<file path="src/rtl/core/pngd_pkg.sv">
// Package for the PNG chunk deframer: phase and result-kind codes, the result record
// type and the fixed field sizes. It has no dependencies.
`default_nettype none

package pngd_pkg;

    localparam logic [31:0] SIG_BYTES = 32'd8;
    localparam logic [31:0] HDR_BYTES = 32'd8;
    localparam logic [31:0] CRC_BYTES = 32'd4;
    localparam logic [1:0]  FIELD_LAST = 2'd3;

    typedef enum logic [2:0] {
        PH_SIG     = 3'd0,
        PH_LEN     = 3'd1,
        PH_TYPE    = 3'd2,
        PH_PAYLOAD = 3'd3,
        PH_CRC     = 3'd4,
        PH_DONE    = 3'd5
    } t_phase;

    typedef enum logic [1:0] {
        KIND_PAYLOAD = 2'd0,
        KIND_CHUNK   = 2'd1,
        KIND_OVERRUN = 2'd2
    } t_kind;

    typedef struct packed {
        t_kind       kind;
        logic [7:0]  payload_byte;
        logic [31:0] chunk_length;
        logic [31:0] chunk_type;
        logic [31:0] chunk_crc;
    } t_rec;

endpackage

`default_nettype wire

</file>
<file path="src/rtl/core/pngd_if.sv">
// Valid/ready channel interfaces for the PNG chunk deframer: the file byte stream,
// the result stream and the size register write. They depend on pngd_pkg.
`default_nettype none

interface pngd_byte_if;
    logic       valid;
    logic       ready;
    logic [7:0] data_byte;
    modport source (output valid, output data_byte, input ready);
    modport sink   (input valid, input data_byte, output ready);
endinterface

interface pngd_rec_if;
    logic               valid;
    logic               ready;
    pngd_pkg::t_kind    kind;
    logic [7:0]         payload_byte;
    logic [31:0]        chunk_length;
    logic [31:0]        chunk_type;
    logic [31:0]        chunk_crc;
    modport source (output valid, output kind, output payload_byte, output chunk_length,
                    output chunk_type, output chunk_crc, input ready);
    modport sink   (input valid, input kind, input payload_byte, input chunk_length,
                    input chunk_type, input chunk_crc, output ready);
endinterface

interface pngd_cfg_if;
    logic        valid;
    logic        ready;
    logic [31:0] total_bytes;
    modport source (output valid, output total_bytes, input ready);
    modport sink   (input valid, input total_bytes, output ready);
endinterface

`default_nettype wire

</file>
<file path="src/rtl/core/pngd_out_stage.sv">
// Result register of the PNG chunk deframer: holds one record until the sink takes it.
// Depends on pngd_pkg and pngd_rec_if.
`default_nettype none

module pngd_out_stage (
    input  logic           i_clk,
    input  logic           i_rst_n,
    input  logic           i_load,
    input  pngd_pkg::t_rec i_rec,
    output logic           o_ready,
    pngd_rec_if.source     o_rec
);
    import pngd_pkg::*;

    logic r_valid;
    t_rec r_rec;

    assign o_ready = !r_valid || o_rec.ready;

    always_ff @(posedge i_clk) begin
        if (!i_rst_n) begin
            r_valid <= 1'b0;
        end else if (o_ready) begin
            r_valid <= i_load;
        end
    end

    always_ff @(posedge i_clk) begin
        if (o_ready && i_load) begin
            r_rec <= i_rec;
        end
    end

    assign o_rec.valid        = r_valid;
    assign o_rec.kind         = r_rec.kind;
    assign o_rec.payload_byte = r_rec.payload_byte;
    assign o_rec.chunk_length = r_rec.chunk_length;
    assign o_rec.chunk_type   = r_rec.chunk_type;
    assign o_rec.chunk_crc    = r_rec.chunk_crc;

endmodule

`default_nettype wire

</file>
<file path="src/rtl/core/png_chunk_deframer.sv">
// Top level of the PNG chunk deframer: chunk parser state machine and size register.
// Depends on pngd_pkg, the interfaces in pngd_if and pngd_out_stage.
//
//   channel  dir  beat
//   i_cfg    in   total_bytes, file size in bytes (always ready)
//   i_byte   in   data_byte, next file byte
//   o_rec    out  kind, payload_byte, chunk_length, chunk_type, chunk_crc
//
// One byte per cycle while i_byte.ready is high; a byte's record, if any, appears on o_rec the next cycle.
// The parser updates its state on the accepting edge; the result register holds
// a record while o_rec stalls and i_byte.ready drops only when it is full and held.
// Synchronous active-low reset returns to the signature phase with zero size.
`default_nettype none

module png_chunk_deframer (
    input  logic        i_clk,
    input  logic        i_rst_n,
    pngd_cfg_if.sink    i_cfg,
    pngd_byte_if.sink   i_byte,
    pngd_rec_if.source  o_rec
);
    import pngd_pkg::*;

    logic [31:0] r_total;
    logic [31:0] r_pos,  n_pos;
    t_phase      r_phase, n_phase;
    logic [1:0]  r_fc,   n_fc;
    logic [31:0] r_len,  n_len;
    logic [31:0] r_type, n_type;
    logic [31:0] r_crc,  n_crc;
    logic [31:0] r_left, n_left;

    logic        w_take;
    logic        w_stage_ready;
    logic        w_emit;
    t_rec        w_rec;
    logic [7:0]  w_b;
    logic        w_short;
    logic        w_over;

    assign i_cfg.ready  = 1'b1;
    assign i_byte.ready = w_stage_ready;
    assign w_take       = i_byte.valid && w_stage_ready;
    assign w_b          = i_byte.data_byte;

    assign w_short = ({1'b0, r_pos} + {1'b0, HDR_BYTES}) > {1'b0, r_total};
    assign w_over  = ({2'b00, r_pos} + 34'd1 + {2'b00, r_len} + {2'b00, CRC_BYTES})
                     > {2'b00, r_total};

    always_ff @(posedge i_clk) begin
        if (!i_rst_n) begin
            r_total <= '0;
        end else if (i_cfg.valid) begin
            r_total <= i_cfg.total_bytes;
        end
    end

    always_ff @(posedge i_clk) begin
        if (!i_rst_n) begin
            r_pos   <= '0;
            r_phase <= PH_SIG;
            r_fc    <= '0;
            r_len   <= '0;
            r_type  <= '0;
            r_crc   <= '0;
            r_left  <= '0;
        end else begin
            r_pos   <= n_pos;
            r_phase <= n_phase;
            r_fc    <= n_fc;
            r_len   <= n_len;
            r_type  <= n_type;
            r_crc   <= n_crc;
            r_left  <= n_left;
        end
    end

    always_comb begin
        n_pos   = r_pos;
        n_phase = r_phase;
        n_fc    = r_fc;
        n_len   = r_len;
        n_type  = r_type;
        n_crc   = r_crc;
        n_left  = r_left;
        w_emit  = 1'b0;
        w_rec   = '{kind: KIND_PAYLOAD, payload_byte: 8'd0, chunk_length: r_len,
                    chunk_type: r_type, chunk_crc: 32'd0};
        if (w_take) begin
            case (r_phase)
                PH_SIG: begin
                    n_pos = r_pos + 32'd1;
                    if (n_pos >= SIG_BYTES) begin
                        n_phase = PH_LEN;
                        n_fc    = '0;
                    end
                end
                PH_LEN: begin
                    if (r_fc == 2'd0 && w_short) begin
                        n_phase = PH_DONE;
                    end else begin
                        if (r_fc == 2'd0) begin
                            n_len  = {24'd0, w_b};
                            n_type = '0;
                            n_crc  = '0;
                        end else begin
                            n_len = {r_len[23:0], w_b};
                        end
                        n_pos = r_pos + 32'd1;
                        if (r_fc == FIELD_LAST) begin
                            n_fc    = '0;
                            n_phase = PH_TYPE;
                        end else begin
                            n_fc = r_fc + 2'd1;
                        end
                    end
                end
                PH_TYPE: begin
                    n_type = {r_type[23:0], w_b};
                    n_pos  = r_pos + 32'd1;
                    if (r_fc != FIELD_LAST) begin
                        n_fc = r_fc + 2'd1;
                    end else begin
                        n_fc = '0;
                        if (w_over) begin
                            n_phase          = PH_DONE;
                            w_emit           = 1'b1;
                            w_rec.kind       = KIND_OVERRUN;
                            w_rec.chunk_type = n_type;
                        end else begin
                            n_left  = r_len;
                            n_phase = (r_len == 32'd0) ? PH_CRC : PH_PAYLOAD;
                        end
                    end
                end
                PH_PAYLOAD: begin
                    w_emit             = 1'b1;
                    w_rec.payload_byte = w_b;
                    n_pos              = r_pos + 32'd1;
                    n_left             = r_left - 32'd1;
                    if (n_left == 32'd0) begin
                        n_phase = PH_CRC;
                        n_fc    = '0;
                    end
                end
                PH_CRC: begin
                    n_crc = {r_crc[23:0], w_b};
                    n_pos = r_pos + 32'd1;
                    if (r_fc != FIELD_LAST) begin
                        n_fc = r_fc + 2'd1;
                    end else begin
                        n_fc            = '0;
                        n_phase         = PH_LEN;
                        w_emit          = 1'b1;
                        w_rec.kind      = KIND_CHUNK;
                        w_rec.chunk_crc = n_crc;
                    end
                end
                default: begin
                end
            endcase
        end
    end

    pngd_out_stage u_out_stage (
        .i_clk   (i_clk),
        .i_rst_n (i_rst_n),
        .i_load  (w_emit),
        .i_rec   (w_rec),
        .o_ready (w_stage_ready),
        .o_rec   (o_rec)
    );

endmodule

`default_nettype wire
</file>
<file path="src/flat_wrapper.sv">
// flat-port wrapper written by rule: the top's interface ports become plain ports
module png_chunk_deframer_flat import pngd_pkg::*;
  (i_clk, i_rst_n, i_cfg_valid, i_cfg_total_bytes, i_cfg_ready, i_byte_valid, i_byte_data_byte, i_byte_ready, o_rec_valid, o_rec_kind, o_rec_payload_byte, o_rec_chunk_length, o_rec_chunk_type, o_rec_chunk_crc, o_rec_ready);
  pngd_cfg_if i_cfg_i ();
  pngd_byte_if i_byte_i ();
  pngd_rec_if o_rec_i ();
  input  logic i_clk;
  input  logic i_rst_n;
  input wire logic [$bits(i_cfg_i.valid)-1:0] i_cfg_valid;
  input wire logic [$bits(i_cfg_i.total_bytes)-1:0] i_cfg_total_bytes;
  output wire logic [$bits(i_cfg_i.ready)-1:0] i_cfg_ready;
  input wire logic [$bits(i_byte_i.valid)-1:0] i_byte_valid;
  input wire logic [$bits(i_byte_i.data_byte)-1:0] i_byte_data_byte;
  output wire logic [$bits(i_byte_i.ready)-1:0] i_byte_ready;
  output wire logic [$bits(o_rec_i.valid)-1:0] o_rec_valid;
  output wire logic [$bits(o_rec_i.kind)-1:0] o_rec_kind;
  output wire logic [$bits(o_rec_i.payload_byte)-1:0] o_rec_payload_byte;
  output wire logic [$bits(o_rec_i.chunk_length)-1:0] o_rec_chunk_length;
  output wire logic [$bits(o_rec_i.chunk_type)-1:0] o_rec_chunk_type;
  output wire logic [$bits(o_rec_i.chunk_crc)-1:0] o_rec_chunk_crc;
  input wire logic [$bits(o_rec_i.ready)-1:0] o_rec_ready;
  assign i_cfg_i.valid = i_cfg_valid;
  assign i_cfg_i.total_bytes = i_cfg_total_bytes;
  assign i_cfg_ready = i_cfg_i.ready;
  assign i_byte_i.valid = i_byte_valid;
  assign i_byte_i.data_byte = i_byte_data_byte;
  assign i_byte_ready = i_byte_i.ready;
  assign o_rec_valid = o_rec_i.valid;
  assign o_rec_kind = o_rec_i.kind;
  assign o_rec_payload_byte = o_rec_i.payload_byte;
  assign o_rec_chunk_length = o_rec_i.chunk_length;
  assign o_rec_chunk_type = o_rec_i.chunk_type;
  assign o_rec_chunk_crc = o_rec_i.chunk_crc;
  assign o_rec_i.ready = o_rec_ready;
  png_chunk_deframer u_core (.i_clk(i_clk), .i_rst_n(i_rst_n), .i_cfg(i_cfg_i), .i_byte(i_byte_i), .o_rec(o_rec_i));
endmodule
</file>
<file path="config.mk">
export PLATFORM = sky130hd
export DESIGN_NAME = png_chunk_deframer_flat
export DESIGN_NICKNAME = d
export VERILOG_FILES = /design/src/rtl/core/pngd_pkg.sv /design/src/rtl/core/pngd_if.sv /design/src/rtl/core/pngd_out_stage.sv /design/src/rtl/core/png_chunk_deframer.sv /design/src/flat_wrapper.sv
export SDC_FILE = /design/constraint.sdc
export NUM_CORES = 1
export LEC_CHECK = 0
export BUFFER_PORTS_ARGS = -buffer_cell sky130_fd_sc_hd__buf_2
export CORE_UTILIZATION = 65
export CTS_CLUSTER_DIAMETER = 100
export DETAILED_ROUTE_END_ITERATION = 8
export MAX_ROUTING_LAYER = met4
export PLACE_DENSITY = 0.89
export SYNTH_ARGS = -nofsm -noshare
export SYNTH_HDL_FRONTEND = slang
export SYNTH_SLANG_ARGS = --single-unit
</file>
<file path="constraint.sdc">
create_clock -name i_clk -period 16.05 [get_ports i_clk]
set_input_delay 0 -clock i_clk [delete_from_list [all_inputs] [get_ports i_clk]]
set_output_delay 0 -clock i_clk [all_outputs]
set_load 0.01 [all_outputs]
</file>
==> metrics.txt <==
GRT overflow 0; final WL 49.9 mm; Peak VDD IR 0.000144 V; initial antenna violation count 0; run status complete, no violations; drt via density 6.57; setup repair after global routing missed its margin false; largest net degree at the start of global routing 102; achievable frequency 113 MHz; WP data arrival 9.04 ns; Post-Place Worst Slack 7.42 ns; total of max-cap violations 0; Critical Path RT 16.23 ns; Tcrit/Tclk final 55.2%; first-pass GRT wire length 77.0 mm; total CTS buffers 29; Post-CTS Resized 0; actual slew at the worst max-slew pin 1.29 ns; Wirelength per Cell 21.5 um; Non-Filler Instances 2326; ys flop type dfxtp_1; yosys synthesis warning count 0; Die Height 165 um; Ports 154; setup TNS 0 ns; Routability Congestion 0.970; slew margin rel. 14.3%; Min-Delay Path Depth 3; CP Max Fanout 87; Async SR Flop Fraction 0%; Initial DRC Count 1883; vias in the first global route 14285; I/O Buffers 152; crit path capture type flop; Die ar. 27300 sq um; CP Launch Type flop; Worst Hold Class in2reg; Seq/Total Area, Yosys 40.4%; Critical Path Max Stage Delay 0.86 ns; First-pass DRT Iterations 6; CTS sink cnt 296; Netlist cell types 84; TritonCTS clock tree done; WS Path Type reg2reg; Final Max Tran Viols 0; R2R cell count 26; pwr dens 78.8 nW/um^2; final setup vio count 0; Leak 8.22 nW; Placement Rows 59; fin crit period 8.86 ns; post-route antenna net violation count 0; DP HPWL 33.6 mm; post-synthesis cell count 1859; core footprint 26100 sq um; fin nets 2148; H-tree level count 1; Tot GR Track Use 37.3%; CTS clock-pin slew for the worst setup and hold paths 0.06 ns; CTS Root Cell clkbuf_16; cell at the slowest stage of the critical path buf_4; final hold violations 0; #FFs+latches synth 296; DRC Markers 0; Hold Buf Count CTS 42; syn avg cell area 9.30 sq um; antenna cells 0; Longest Clk Path Bufs 3; Netlist Area Pre-Place 17300 sq um; die width 165 um; final setup margin 7.19 ns; Clk Latency, worst-skew pair 0.58 ns; Register-to-Register Setup Slack 7.19 ns; number of synthesized flops with an enable pin 106; P&R area growth vs syn 12.3%; post-CTS setup buffer count 0; DP Cell Count 2230; Syn Nets 2039; initial cell density of the core 66.3%; clk_skew 0.0224 ns; vias post-DR 15274; fraction of layout cells with a size suffix above 1 14.3%
## worst max-delay path, delay by kind of cell, from the launching register on
family                   cells  cell delay (ns)
flip-flops                   1             0.42
buffers and inverters        3             1.52
AO/OA/AOI/OAI                7             1.89
XOR/XNOR                     2             0.47
adder cells (fa/ha/maj)      4             1.28
AND/OR/NAND/NOR             10             2.80
## logic make-up after synthesis
kind of cell,Yosys count,synth area share [%]
buffers and inverters,185,4.39
AOI/OAI and AO/OA,395,15.5
other,1,0.0217
muxes,69,4.23
and+or+nand+nor,646,18.9
adders and majority gates,135,9.81
xor gates and xnor gates,132,6.69
DFF,296,40.4
## routing by layer
layer	share of wire, %	routed length, um	GRT usage (%)
met5	0	0	-
met4	4.7	2350	15.2
met3	8.0	4000	4.52
met2	47	23700	61.4
met1	40	19900	46.6
## state kept, by name (all words and copies together), names as in the netlist
| name | count |
|---|---|
| u_core.r_crc | 24 |
| u_core.r_fc | 2 |
| u_core.r_left | 32 |
| u_core.r_len | 32 |
| u_core.r_phase | 3 |
| u_core.r_pos | 32 |
| u_core.r_total | 32 |
| u_core.r_type | 32 |
| u_core.u_out_stage.o_rec.chunk_crc | 32 |
| u_core.u_out_stage.o_rec.chunk_length | 32 |
| u_core.u_out_stage.o_rec.chunk_type | 32 |
| u_core.u_out_stage.o_rec.kind | 2 |
| u_core.u_out_stage.o_rec.payload_byte | 8 |
| u_core.u_out_stage.o_rec.valid | 1 |
## placed cells by master, fill, tap and decap left out, drive strengths merged, types with 43 or more instances in the layout
cell,netlist,final
ha,134,134
inv,55,57
nor3,54,54
a21oi,128,128
buf,38,165
nand3,60,60
o21ai,51,51
nor2,196,196
dfxtp,190,190
xnor2,90,90
nor4,43,43
nand2,123,123
and3,45,45
edfxtp,106,106
## synthesized netlist by cell type (all sizes together), types with 11 or more instances
cell	number	area share, %
nor2	196	4.3
dfxtp	190	22
ha	134	9.7
a21oi	128	3.8
nand2	123	2.7
edfxtp	106	18
clkbuf	91	2.0
xnor2	90	4.6
nand3	60	1.9
inv	55	1.2
nor3	54	1.8
o21ai	51	1.5
and3	45	1.6
nor4	43	1.7
xor2	42	2.1
buf	38	1.2
mux2i	36	2.1
a21o	34	1.5
nand4	34	1.2
a22o	33	1.7
mux2	33	2.1
a22oi	29	1.3
and2	21	0.76
o211ai	17	0.74
o31ai	16	0.80
a31oi	11	0.40
nand2b	11	0.40
or3	11	0.43
## final timing paths
check | end | start
hold / removal | u_core.r_total[1] | i_cfg_valid
hold reg to reg | u_core.r_total[18] | u_core.r_total[18]
setup / recovery | u_core.u_out_stage.o_rec.chunk_crc[30] | u_core.r_pos[0]
setup reg to reg | u_core.u_out_stage.o_rec.chunk_crc[30] | u_core.r_pos[0]
## report_power, final
| part | leakage [nW] | total (mW) | internal (mW) | switching [mW] |
|---|---|---|---|---|
| sequential | 2.52 | 0.780 | 0.776 | 0.00356 |
| clock | 0.450 | 0.676 | 0.368 | 0.308 |
| combinational | 5.25 | 0.0739 | 0.0287 | 0.0452 |
| total | 8.22 | 1.53 | 1.17 | 0.357 |
## through the flow
step,hold WS (ns),power (mW),util [%],cell area (sq um)
floorplan,0.126,0.834,-,17300
global placement,0.233,0.857,69.3,18100
finish,0.171,1.53,74.5,19400
detailed placement,0.242,0.859,69.3,18100
global route,0.198,1.57,74.5,19400
CTS,0.156,1.53,74.5,19400
## final cells by class
cell class                      instances  area, sq um
Tap cell                              335          419
Clock inverter                         16          148
Fill cell                            1787         6640
Multi-Input combinational cell       1378         9580
Inverter                               56          215
Sequential cell                       296         6990
Timing Repair Buffer                  207         1280
Clock buffer                           38          790
(Power assumes the default switching activity.)
